`src/hdl/tbp_pkg.sv`:
```
package tbp_pkg;

    typedef enum logic [3:0] {
        PH_HEADER = 4'b0001,
        PH_POINTS = 4'b0010,
        PH_DESC   = 4'b0100,
        PH_DONE   = 4'b1000
    } phase_t;

    localparam logic [1:0] KIND_X      = 2'd0;
    localparam logic [1:0] KIND_Y      = 2'd1;
    localparam logic [1:0] KIND_DESC   = 2'd2;
    localparam logic [1:0] KIND_STATUS = 2'd3;

    localparam logic [1:0] REG_WIDTH  = 2'd0;
    localparam logic [1:0] REG_HEIGHT = 2'd1;
    localparam logic [1:0] REG_MINPTS = 2'd2;
    localparam logic [1:0] REG_THRESH = 2'd3;

    localparam int HEADER_BYTES = 19;
    localparam logic [31:0] DESC_LIMIT = 32'h4400_0000;

    // front to back: one decoded word or a status
    typedef struct packed {
        logic        is_status;
        logic        ok;
        logic [1:0]  kind;
        logic [7:0]  point;
        logic [6:0]  column;
        logic [31:0] word;
    } tbp_item_t;

    // float bits of an unsigned 16-bit integer
    function automatic logic [31:0] int_to_float(input logic [15:0] v);
        logic [4:0]  p;
        logic [31:0] sh;
        p = 5'd0;
        for (int i = 0; i < 16; i++)
        begin
            if (v[i])
                p = 5'(i);
        end
        sh = 32'(v) << (5'd23 - p);
        if (v == 16'd0)
            return 32'd0;
        return {1'b0, 8'(8'd127 + 8'(p)), sh[22:0]};
    endfunction

endpackage

```
`src/hdl/tbp_front.sv`:
```
module tbp_front
    import tbp_pkg::*;
#(
    parameter int MAX_POINTS       = 256,
    parameter int DESCRIPTOR_WORDS = 128
)
(
    input  logic            clk,
    input  logic            rst_n,
    input  logic            in_valid,
    output logic            in_ready,
    input  logic [7:0]      in_byte,
    input  logic            in_last,
    input  logic [15:0]     image_width,
    input  logic [15:0]     image_height,
    input  logic [8:0]      min_points,
    input  logic [15:0]     score_threshold,
    input  logic [31:0]     wbound_f,
    input  logic [31:0]     hbound_f,
    output logic            push,
    output logic            push_two,
    output tbp_item_t       item_a,
    output tbp_item_t       item_b,
    input  logic            room_two
);
    localparam int PW = $clog2(MAX_POINTS + 1);
    localparam int CW = (DESCRIPTOR_WORDS > 1) ? $clog2(DESCRIPTOR_WORDS) : 1;

    phase_t          phase_reg, phase_next;
    logic [4:0]      hoff_reg, hoff_next;
    logic [31:0]     shift_reg, shift_next;
    logic [1:0]      biw_reg, biw_next;
    logic [PW-1:0]   total_reg, total_next;
    logic [PW-1:0]   row_reg, row_next;
    logic [CW-1:0]   col_reg, col_next;
    logic            isy_reg, isy_next;
    logic            failed_reg, failed_next;

    logic [15:0] v16;
    logic        bad, word_ok, emit_w, acc, ok_now;
    logic [31:0] w, bound;
    tbp_item_t   wi, si;

    assign in_ready = room_two;
    assign acc      = in_valid && in_ready;
    assign v16      = {in_byte, shift_reg[7:0]};
    assign w        = {in_byte, shift_reg[31:8]};
    assign bound    = isy_reg ? hbound_f : wbound_f;

    always_comb
    begin
        bad = 1'b0;
        case (hoff_reg)
            5'd0:    bad = in_byte != 8'h47;
            5'd1:    bad = in_byte != 8'h53;
            5'd2:    bad = in_byte != 8'h46;
            5'd3:    bad = in_byte != 8'h4D;
            5'd4:    bad = in_byte != 8'd2;
            5'd6:    bad = v16 != image_width;
            5'd8:    bad = v16 != image_height;
            5'd10:   bad = (v16 < 16'(min_points)) || (32'(v16) > 32'(MAX_POINTS));
            5'd12:   bad = 32'(v16) != 32'(DESCRIPTOR_WORDS);
            5'd13:   bad = in_byte != 8'd1;
            5'd14:   bad = in_byte != 8'd0;
            5'd16:   bad = v16 != 16'(min_points);
            5'd18:   bad = v16 != score_threshold;
            default: bad = 1'b0;
        endcase
    end

    always_comb
    begin
        if (phase_reg == PH_POINTS)
        begin
            if (w[31])
                word_ok = (w[30:0] == 31'd0) && (isy_reg ? image_height != 16'd0
                                                        : image_width != 16'd0);
            else
                word_ok = w < bound;
        end
        else
        begin
            if (w[31])
                word_ok = w[30:0] == 31'd0;
            else
                word_ok = w <= DESC_LIMIT;
        end
    end

    always_comb
    begin
        phase_next  = phase_reg;
        hoff_next   = hoff_reg;
        shift_next  = shift_reg;
        biw_next    = biw_reg;
        total_next  = total_reg;
        row_next    = row_reg;
        col_next    = col_reg;
        isy_next    = isy_reg;
        failed_next = failed_reg;
        emit_w      = 1'b0;
        if (acc && !failed_reg)
        begin
            case (phase_reg)
                PH_HEADER:
                begin
                    shift_next = {24'd0, in_byte};
                    if (hoff_reg == 5'd10)
                        total_next = PW'(v16);
                    if (bad)
                        failed_next = 1'b1;
                    else
                    begin
                        hoff_next = hoff_reg + 5'd1;
                        if (32'(hoff_reg) + 1 >= HEADER_BYTES)
                        begin
                            phase_next = (total_next == '0) ? PH_DONE : PH_POINTS;
                            shift_next = 32'd0;
                            biw_next   = 2'd0;
                        end
                    end
                end
                PH_DONE:
                    failed_next = 1'b1;
                PH_POINTS, PH_DESC:
                begin
                    shift_next = w;
                    biw_next   = biw_reg + 2'd1;
                    if (biw_reg == 2'd3)
                    begin
                        if (!word_ok)
                            failed_next = 1'b1;
                        else
                        begin
                            emit_w = 1'b1;
                            if (phase_reg == PH_POINTS)
                            begin
                                isy_next = !isy_reg;
                                if (isy_reg)
                                begin
                                    if (row_reg + PW'(1) >= total_reg)
                                    begin
                                        row_next   = '0;
                                        col_next   = '0;
                                        phase_next = PH_DESC;
                                    end
                                    else
                                        row_next = row_reg + PW'(1);
                                end
                            end
                            else if (32'(col_reg) + 1 >= DESCRIPTOR_WORDS)
                            begin
                                col_next = '0;
                                row_next = row_reg + PW'(1);
                                if (row_reg + PW'(1) >= total_reg)
                                    phase_next = PH_DONE;
                            end
                            else
                                col_next = col_reg + CW'(1);
                        end
                    end
                end
                default: phase_next = PH_HEADER;
            endcase
        end
        // status sees this byte's outcome, before the run is cleared
        ok_now = !failed_next && (phase_next == PH_DONE);
        if (acc && in_last)
        begin
            phase_next  = PH_HEADER;
            hoff_next   = 5'd0;
            shift_next  = 32'd0;
            biw_next    = 2'd0;
            total_next  = '0;
            row_next    = '0;
            col_next    = '0;
            isy_next    = 1'b0;
            failed_next = 1'b0;
        end
    end

    always_comb
    begin
        wi.is_status = 1'b0;
        wi.ok        = 1'b0;
        wi.kind      = (phase_reg == PH_POINTS) ? (isy_reg ? KIND_Y : KIND_X) : KIND_DESC;
        wi.point     = 8'(row_reg);
        wi.column    = (phase_reg == PH_POINTS) ? 7'd0 : 7'(col_reg);
        wi.word      = w;
        si.is_status = 1'b1;
        si.ok        = ok_now;
        si.kind      = KIND_STATUS;
        si.point     = 8'd0;
        si.column    = 7'd0;
        si.word      = 32'd0;
        push     = acc && (emit_w || in_last);
        push_two = acc && emit_w && in_last;
        item_a   = emit_w ? wi : si;
        item_b   = si;
    end

    always_ff @(posedge clk or negedge rst_n)
    begin
        if (!rst_n)
        begin
            phase_reg  <= PH_HEADER;
            hoff_reg   <= 5'd0;
            shift_reg  <= 32'd0;
            biw_reg    <= 2'd0;
            total_reg  <= '0;
            row_reg    <= '0;
            col_reg    <= '0;
            isy_reg    <= 1'b0;
            failed_reg <= 1'b0;
        end
        else
        begin
            phase_reg  <= phase_next;
            hoff_reg   <= hoff_next;
            shift_reg  <= shift_next;
            biw_reg    <= biw_next;
            total_reg  <= total_next;
            row_reg    <= row_next;
            col_reg    <= col_next;
            isy_reg    <= isy_next;
            failed_reg <= failed_next;
        end
    end
endmodule

```
`src/hdl/tbp_queue.sv`:
```
module tbp_queue
    import tbp_pkg::*;
(
    input  logic       clk,
    input  logic       rst_n,
    input  logic       push,
    input  logic       push_two,
    input  tbp_item_t  item_a,
    input  tbp_item_t  item_b,
    output logic       room_two,
    output logic       out_valid,
    input  logic       out_ready,
    output tbp_item_t  head
);
    tbp_item_t   mem_reg [4];
    logic [1:0]  rd_reg, wr_reg;
    logic [2:0]  cnt_reg, cnt_next;
    logic        pop;

    assign out_valid = cnt_reg != 3'd0;
    assign pop       = out_valid && out_ready;
    assign head      = mem_reg[rd_reg];
    // two free slots so a word plus a status always fit
    assign room_two  = cnt_reg <= 3'd2;

    always_comb
    begin
        cnt_next = cnt_reg + (push ? 3'd1 : 3'd0) + (push_two ? 3'd1 : 3'd0)
                   - (pop ? 3'd1 : 3'd0);
    end

    always_ff @(posedge clk)
    begin
        if (push)
            mem_reg[wr_reg] <= item_a;
        if (push_two)
            mem_reg[wr_reg + 2'd1] <= item_b;
    end

    always_ff @(posedge clk or negedge rst_n)
    begin
        if (!rst_n)
        begin
            rd_reg  <= 2'd0;
            wr_reg  <= 2'd0;
            cnt_reg <= 3'd0;
        end
        else
        begin
            if (pop)
                rd_reg <= rd_reg + 2'd1;
            wr_reg  <= wr_reg + (push ? 2'd1 : 2'd0) + (push_two ? 2'd1 : 2'd0);
            cnt_reg <= cnt_next;
        end
    end
endmodule

```
`src/hdl/template_blob_parser_core.sv`:
```
// Template blob parser.
// Slave stream: one blob byte per word in s_axis_tdata, tlast on the final
// byte. Master stream: tdata carries {word, column, point}, tuser the kind,
// tlast marks the status word; a status word carries the ok flag in tuser.
// A blob is a 19-byte header, then x/y float words per point, then
// descriptor words; checked words go out, the first failure suppresses the
// rest, and the final byte always yields one status word.
// Throughput: one byte per cycle while the queue has room for two entries.
// A word is written straight into a four-entry queue and offered on the
// master side from the queue head. The front stalls only when the queue
// has fewer than two free slots, so a stalled receiver backs up into
// s_axis_tready once the queue holds three entries. Reset clears parse state
// and the queue and loads the register defaults (108, 88, 25, 40). The user
// must write registers through the APB port while idle; the block does not enforce it.
module template_blob_parser_core
    import tbp_pkg::*;
#(
    parameter int MAX_POINTS       = 256,
    parameter int DESCRIPTOR_WORDS = 128
)
(
    input  logic        clk,
    input  logic        rst_n,
    input  logic        s_axis_tvalid,
    output logic        s_axis_tready,
    input  logic [7:0]  s_axis_tdata,   // [7:0] in_byte
    input  logic        s_axis_tlast,
    output logic        m_axis_tvalid,
    input  logic        m_axis_tready,
    output logic [47:0] m_axis_tdata,   // [7:0] out_point, [14:8] out_column, [46:15] out_word
    output logic [2:0]  m_axis_tuser,   // [1:0] out_kind, [2] out_ok
    output logic        m_axis_tlast,
    input  logic        psel,
    input  logic        penable,
    input  logic        pwrite,
    input  logic [3:0]  paddr,
    input  logic [31:0] pwdata,
    output logic [31:0] prdata,
    output logic        pready
);
    logic [15:0] width_reg, height_reg, thresh_reg;
    logic [8:0]  minpts_reg;
    logic [31:0] wbound_reg, hbound_reg;
    logic        push, push_two, room_two;
    tbp_item_t   item_a, item_b, head;

    assign pready = 1'b1;

    always_comb
    begin
        case (paddr[3:2])
            REG_WIDTH:  prdata = {16'd0, width_reg};
            REG_HEIGHT: prdata = {16'd0, height_reg};
            REG_MINPTS: prdata = {23'd0, minpts_reg};
            REG_THRESH: prdata = {16'd0, thresh_reg};
            default:    prdata = 32'd0;
        endcase
    end

    always_ff @(posedge clk or negedge rst_n)
    begin
        if (!rst_n)
        begin
            width_reg  <= 16'd108;
            height_reg <= 16'd88;
            minpts_reg <= 9'd25;
            thresh_reg <= 16'd40;
            wbound_reg <= 32'h42D8_0000;
            hbound_reg <= 32'h42B0_0000;
        end
        else
        begin
            if (psel && penable && pwrite && pready)
            begin
                case (paddr[3:2])
                    REG_WIDTH:  width_reg  <= pwdata[15:0];
                    REG_HEIGHT: height_reg <= pwdata[15:0];
                    REG_MINPTS: minpts_reg <= pwdata[8:0];
                    REG_THRESH: thresh_reg <= pwdata[15:0];
                    default:    ;
                endcase
            end
            // float bounds are registered from the width and height registers
            wbound_reg <= int_to_float(width_reg);
            hbound_reg <= int_to_float(height_reg);
        end
    end

    tbp_front #(
        .MAX_POINTS       (MAX_POINTS),
        .DESCRIPTOR_WORDS (DESCRIPTOR_WORDS)
    ) u_front (
        .clk             (clk),
        .rst_n           (rst_n),
        .in_valid        (s_axis_tvalid),
        .in_ready        (s_axis_tready),
        .in_byte         (s_axis_tdata),
        .in_last         (s_axis_tlast),
        .image_width     (width_reg),
        .image_height    (height_reg),
        .min_points      (minpts_reg),
        .score_threshold (thresh_reg),
        .wbound_f        (wbound_reg),
        .hbound_f        (hbound_reg),
        .push            (push),
        .push_two        (push_two),
        .item_a          (item_a),
        .item_b          (item_b),
        .room_two        (room_two)
    );

    tbp_queue u_queue (
        .clk       (clk),
        .rst_n     (rst_n),
        .push      (push),
        .push_two  (push_two),
        .item_a    (item_a),
        .item_b    (item_b),
        .room_two  (room_two),
        .out_valid (m_axis_tvalid),
        .out_ready (m_axis_tready),
        .head      (head)
    );

    assign m_axis_tdata = {1'b0, head.word, head.column, head.point};
    assign m_axis_tuser = {head.ok, head.kind};
    assign m_axis_tlast = head.is_status;
endmodule

```
`config.mk`:
```
export PLATFORM = sky130hd
export DESIGN_NAME = template_blob_parser_core
export DESIGN_NICKNAME = d
export VERILOG_FILES = /design/src/hdl/tbp_pkg.sv /design/src/hdl/tbp_front.sv /design/src/hdl/tbp_queue.sv /design/src/hdl/template_blob_parser_core.sv
export SDC_FILE = /design/constraint.sdc
export NUM_CORES = 1
export LEC_CHECK = 0
export ABC_AREA = 1
export ABC_CLOCK_PERIOD_IN_PS = 7350
export BUFFER_PORTS_ARGS = -buffer_cell sky130_fd_sc_hd__clkbuf_2
export CORE_MARGIN = 1.5
export CORE_UTILIZATION = 50
export DETAILED_ROUTE_END_ITERATION = 8
export PLACE_DENSITY_LB_ADDON = 0.12
export SYNTH_ARGS = -nofsm -noshare
export SYNTH_HDL_FRONTEND = slang
export SYNTH_HIERARCHICAL = 1
export SYNTH_SLANG_ARGS = --single-unit
```
`constraint.sdc`:
```
create_clock -name clk -period 7.35 [get_ports clk]
set_clock_uncertainty 0.1 [all_clocks]
set_input_delay 1.1025 -clock clk [delete_from_list [all_inputs] [get_ports clk]]
set_output_delay 1.1025 -clock clk [all_outputs]
set_load 0.1 [all_outputs]
```
==> results.md <==
- Fmax: 187.2 MHz
- Core ar.: 46,650 sq um
- Worst Path Required: 7.48 ns
- Residual DRC count: 6
- Most frequent CP cell: nand2_1
- Crit Path Class: flop to flop
- I/O Pins: 139
- Setup TNS: 0 ns
- Distinct cell type count after synthesis: 57
- Starting density of the core: 50.84%
- Slew headroom: 25.48%
- Slew Limit Fails: 0
- R2R Path Start: u_front/isy_reg
- Slew @ Worst Pin: 1.117 ns
- Register area: 11,020 sq um
- Post-synth top area cell: edfxtp_1
- Hold_ws: 0.3950 ns
- Violated checks: DRC
- Cells after synthesis: 2,934
- Async SR Flop Fraction: 48.74%
- Post-DR vias/cell: 5.391
- Commonest non-fill, non-tap cells in the layout: nand2_1, o21ai_0, inv_1
- Synth Warn #: 6
- Peak VDD IR: 0.3461 mV
- Maximum Capacitance Violations: 0
- Clock Tree Buf Depth: 3
- Ant. Diodes: 0
- Number of synthesized flops with an enable pin: 204
- Crit path buffers/inverters: 1
- Area added between synthesis and finish: 8.150%
- Placed insts: 3,536
- First-iteration detailed-routing DRC count: 1,495
- Final wirelength: 63.33 mm
- CTS clk-pin slew, worst paths: 0.06 ns
- Antenna Violating Nets Remaining: 0
- Mapped cell area: 23,720 sq um
- Detail Placement HPWL: 42.96 mm
- Setup-failing EPs final: 0
- Layout cell share with drive strength beyond 1: 9.930%
- Final std cells w/o fill: 3,618
- Commonest non-fill, non-tap cell in the layout: nand2_1
- Minimum clock period: 5.343 ns
- Num CTS Buffers: 44
- Post-CTS Setup Inserts: 0
- Port Buf Inserts: 102
- Worst Setup SP: u_front/isy_reg
- Worst Hold Class: flop to flop
- Area of the multi-input gates: 10,500 sq um
- Clock tree sinks: 398
- Initial antenna violation count: 1
- Startpoint types: flop
- Root buffer cell: clkbuf_16
- Crit end category: flop
- Global route total overflow: 0
- Clock Latency Late Sink: 0.60 ns
- Power Density: 384.9 nW/um^2
- Top delay family on crit path: simple AND/OR/NAND/NOR gates
- Seq cells post-synth: 398
- Area contributors post-synth: edfxtp_1, dfrtp_1, nand2_1
- Nets: 3,093
- H-tree Lvls: 2
- Die H: 220.8 um
- First-pass GRT wire length: 101.7 mm
- Largest register FFs: 204
- Pre-Repair DR Iteration Count: 8
- Row count: 79
- Syn_area_per_cell: 8.084 sq um
- Die span in x: 220.8 um
- Final worst slack: 2.007 ns
- Die area: 48,750 sq um
- Sequential share of the synthesized area: 46.42%
- Startpoint of the worst hold path: u_queue/rd_reg[1]
- Post-CTS sizing: 0
- Leakage: 0.01141 uW
- Post-DR wirelength/cell: 17.50 um
- Largest net degree at the start of global routing: 103
- CP arrival: 5.48 ns
- Synth top area share: 25.83%
- Status: finished with violations
- Final core occ: 54.98%
- Critical Path Max Stage Delay: 1.00 ns
- CP cell instances: mux2i_1, ha_1, a21oi_1, nor2_1, a211oi_1, nand2_1, nand2_1, nand2_1, nand2_1, nand2_1, nand2_1, nand2_1, a21boi_2, nand2_2, nor2_1, nand3_4, nand2_2, buf_4
- Gr usage total: 26.21%
- Routed vias: 19,510
- Final Hold Viols: 0
- Crit path max fanout: 34
- Vias in the first global route: 18,620
- Period Utilization, post-route: 72.69%
- CTS Hold Bufs: 0
- Slowest CP cell: dfrtp_2
- Fillers: 4,358
- TritonCTS clock tree: yes
- DP Worst Slack: 1.924 ns
- Unrepaired setup endpoints after global routing: no
- Final Wtd Congestion: 0.9036
- Main synth FF type: edfxtp_1
[kinds of logic (layout without fill, tap and decap cells)]
family	Yosys count	in the layout	share of synthesized area, %
mux	32	32	1.350
buf+inv	516	511	10.82
flops	398	398	46.42
simple gates	1348	1348	24.53
fa+ha+maj	66	66	3.577
xor+xnor	14	14	0.5170
other cells	4	86	0.06328
compound gates	556	556	12.71
[cell usage after synthesis (6+ instances only)]
library cell and number:
nand2_1 784, o21ai_0 379, inv_1 291, nor2_1 236
edfxtp_1 204, nand3_1 183, dfrtp_1 170, buf_4 86
ha_1 63, a21oi_1 56, o21ai_1 55, clkbuf_1 54
nand4_1 51, buf_6 36, mux2i_1 32, dfstp_2 24
o32ai_1 24, nand3_2 18, buf_2 17, nor3_1 17
nor4_1 16, o211ai_1 14, nand2_2 13, xor2_1 13
buf_1 12, inv_2 11, nand2_4 7, nor2_2 7
o22ai_1 6
[metal layers]
metal / track usage, % / routed length (um) / up-vias
met5: 0 / 13 / -
met2: 44.57 / 30200 / 540
met3: 2.667 / 2790 / 112
li1: - / - / 9692
met1: 34.52 / 28100 / 9160
met4: 10.30 / 2213 / 2
[worst paths after layout]
path	end	slack (ns)	cells past startpoint
max in group asynchronous	u_queue/rd_reg[0]	5.41	2
setup / recovery	u_queue/mem_reg[0][12]	2.01	18
hold / removal	u_queue/rd_reg[1]	0.40	2
hold reg to reg	u_queue/rd_reg[1]	0.40	2
setup reg to reg	u_queue/mem_reg[0][12]	2.01	18
min in group asynchronous	width_reg[1]	0.45	1
[final cells by class]
| cell class | instances | area share, % |
|---|---|---|
| clock buffers | 64 | 4.897 |
| clock inverters | 18 | 1.180 |
| inverters | 308 | 4.517 |
| multi-input cells | 2102 | 40.92 |
| flip-flops and latches | 398 | 42.94 |
| well taps | 607 | 2.961 |
| repair buffers | 121 | 2.580 |
[where the power goes]
group / total, uW / switching [uW] / internal [uW]
registers: 3070 / 370 / 2700
clock network: 2360 / 943 / 1410
logic: 4450 / 3490 / 957
[metrics by stage]
stage | cell area [sq um] | power (uW)
after global placement | 24090 | 7488
final | 25650 | 9872
after global routing | 25650 | 10440
after CTS | 25650 | 9916
after detailed placement | 24090 | 7541
after floorplan | 24030 | 6648
[tightest hold or removal path: cells and delay by family, from the launching register on]
family	cells	cell delay (ns)
AND/OR/NAND/NOR	2	0.11
flip-flops	1	0.36
No activity file was read; power rests on OpenSTA's default activity.
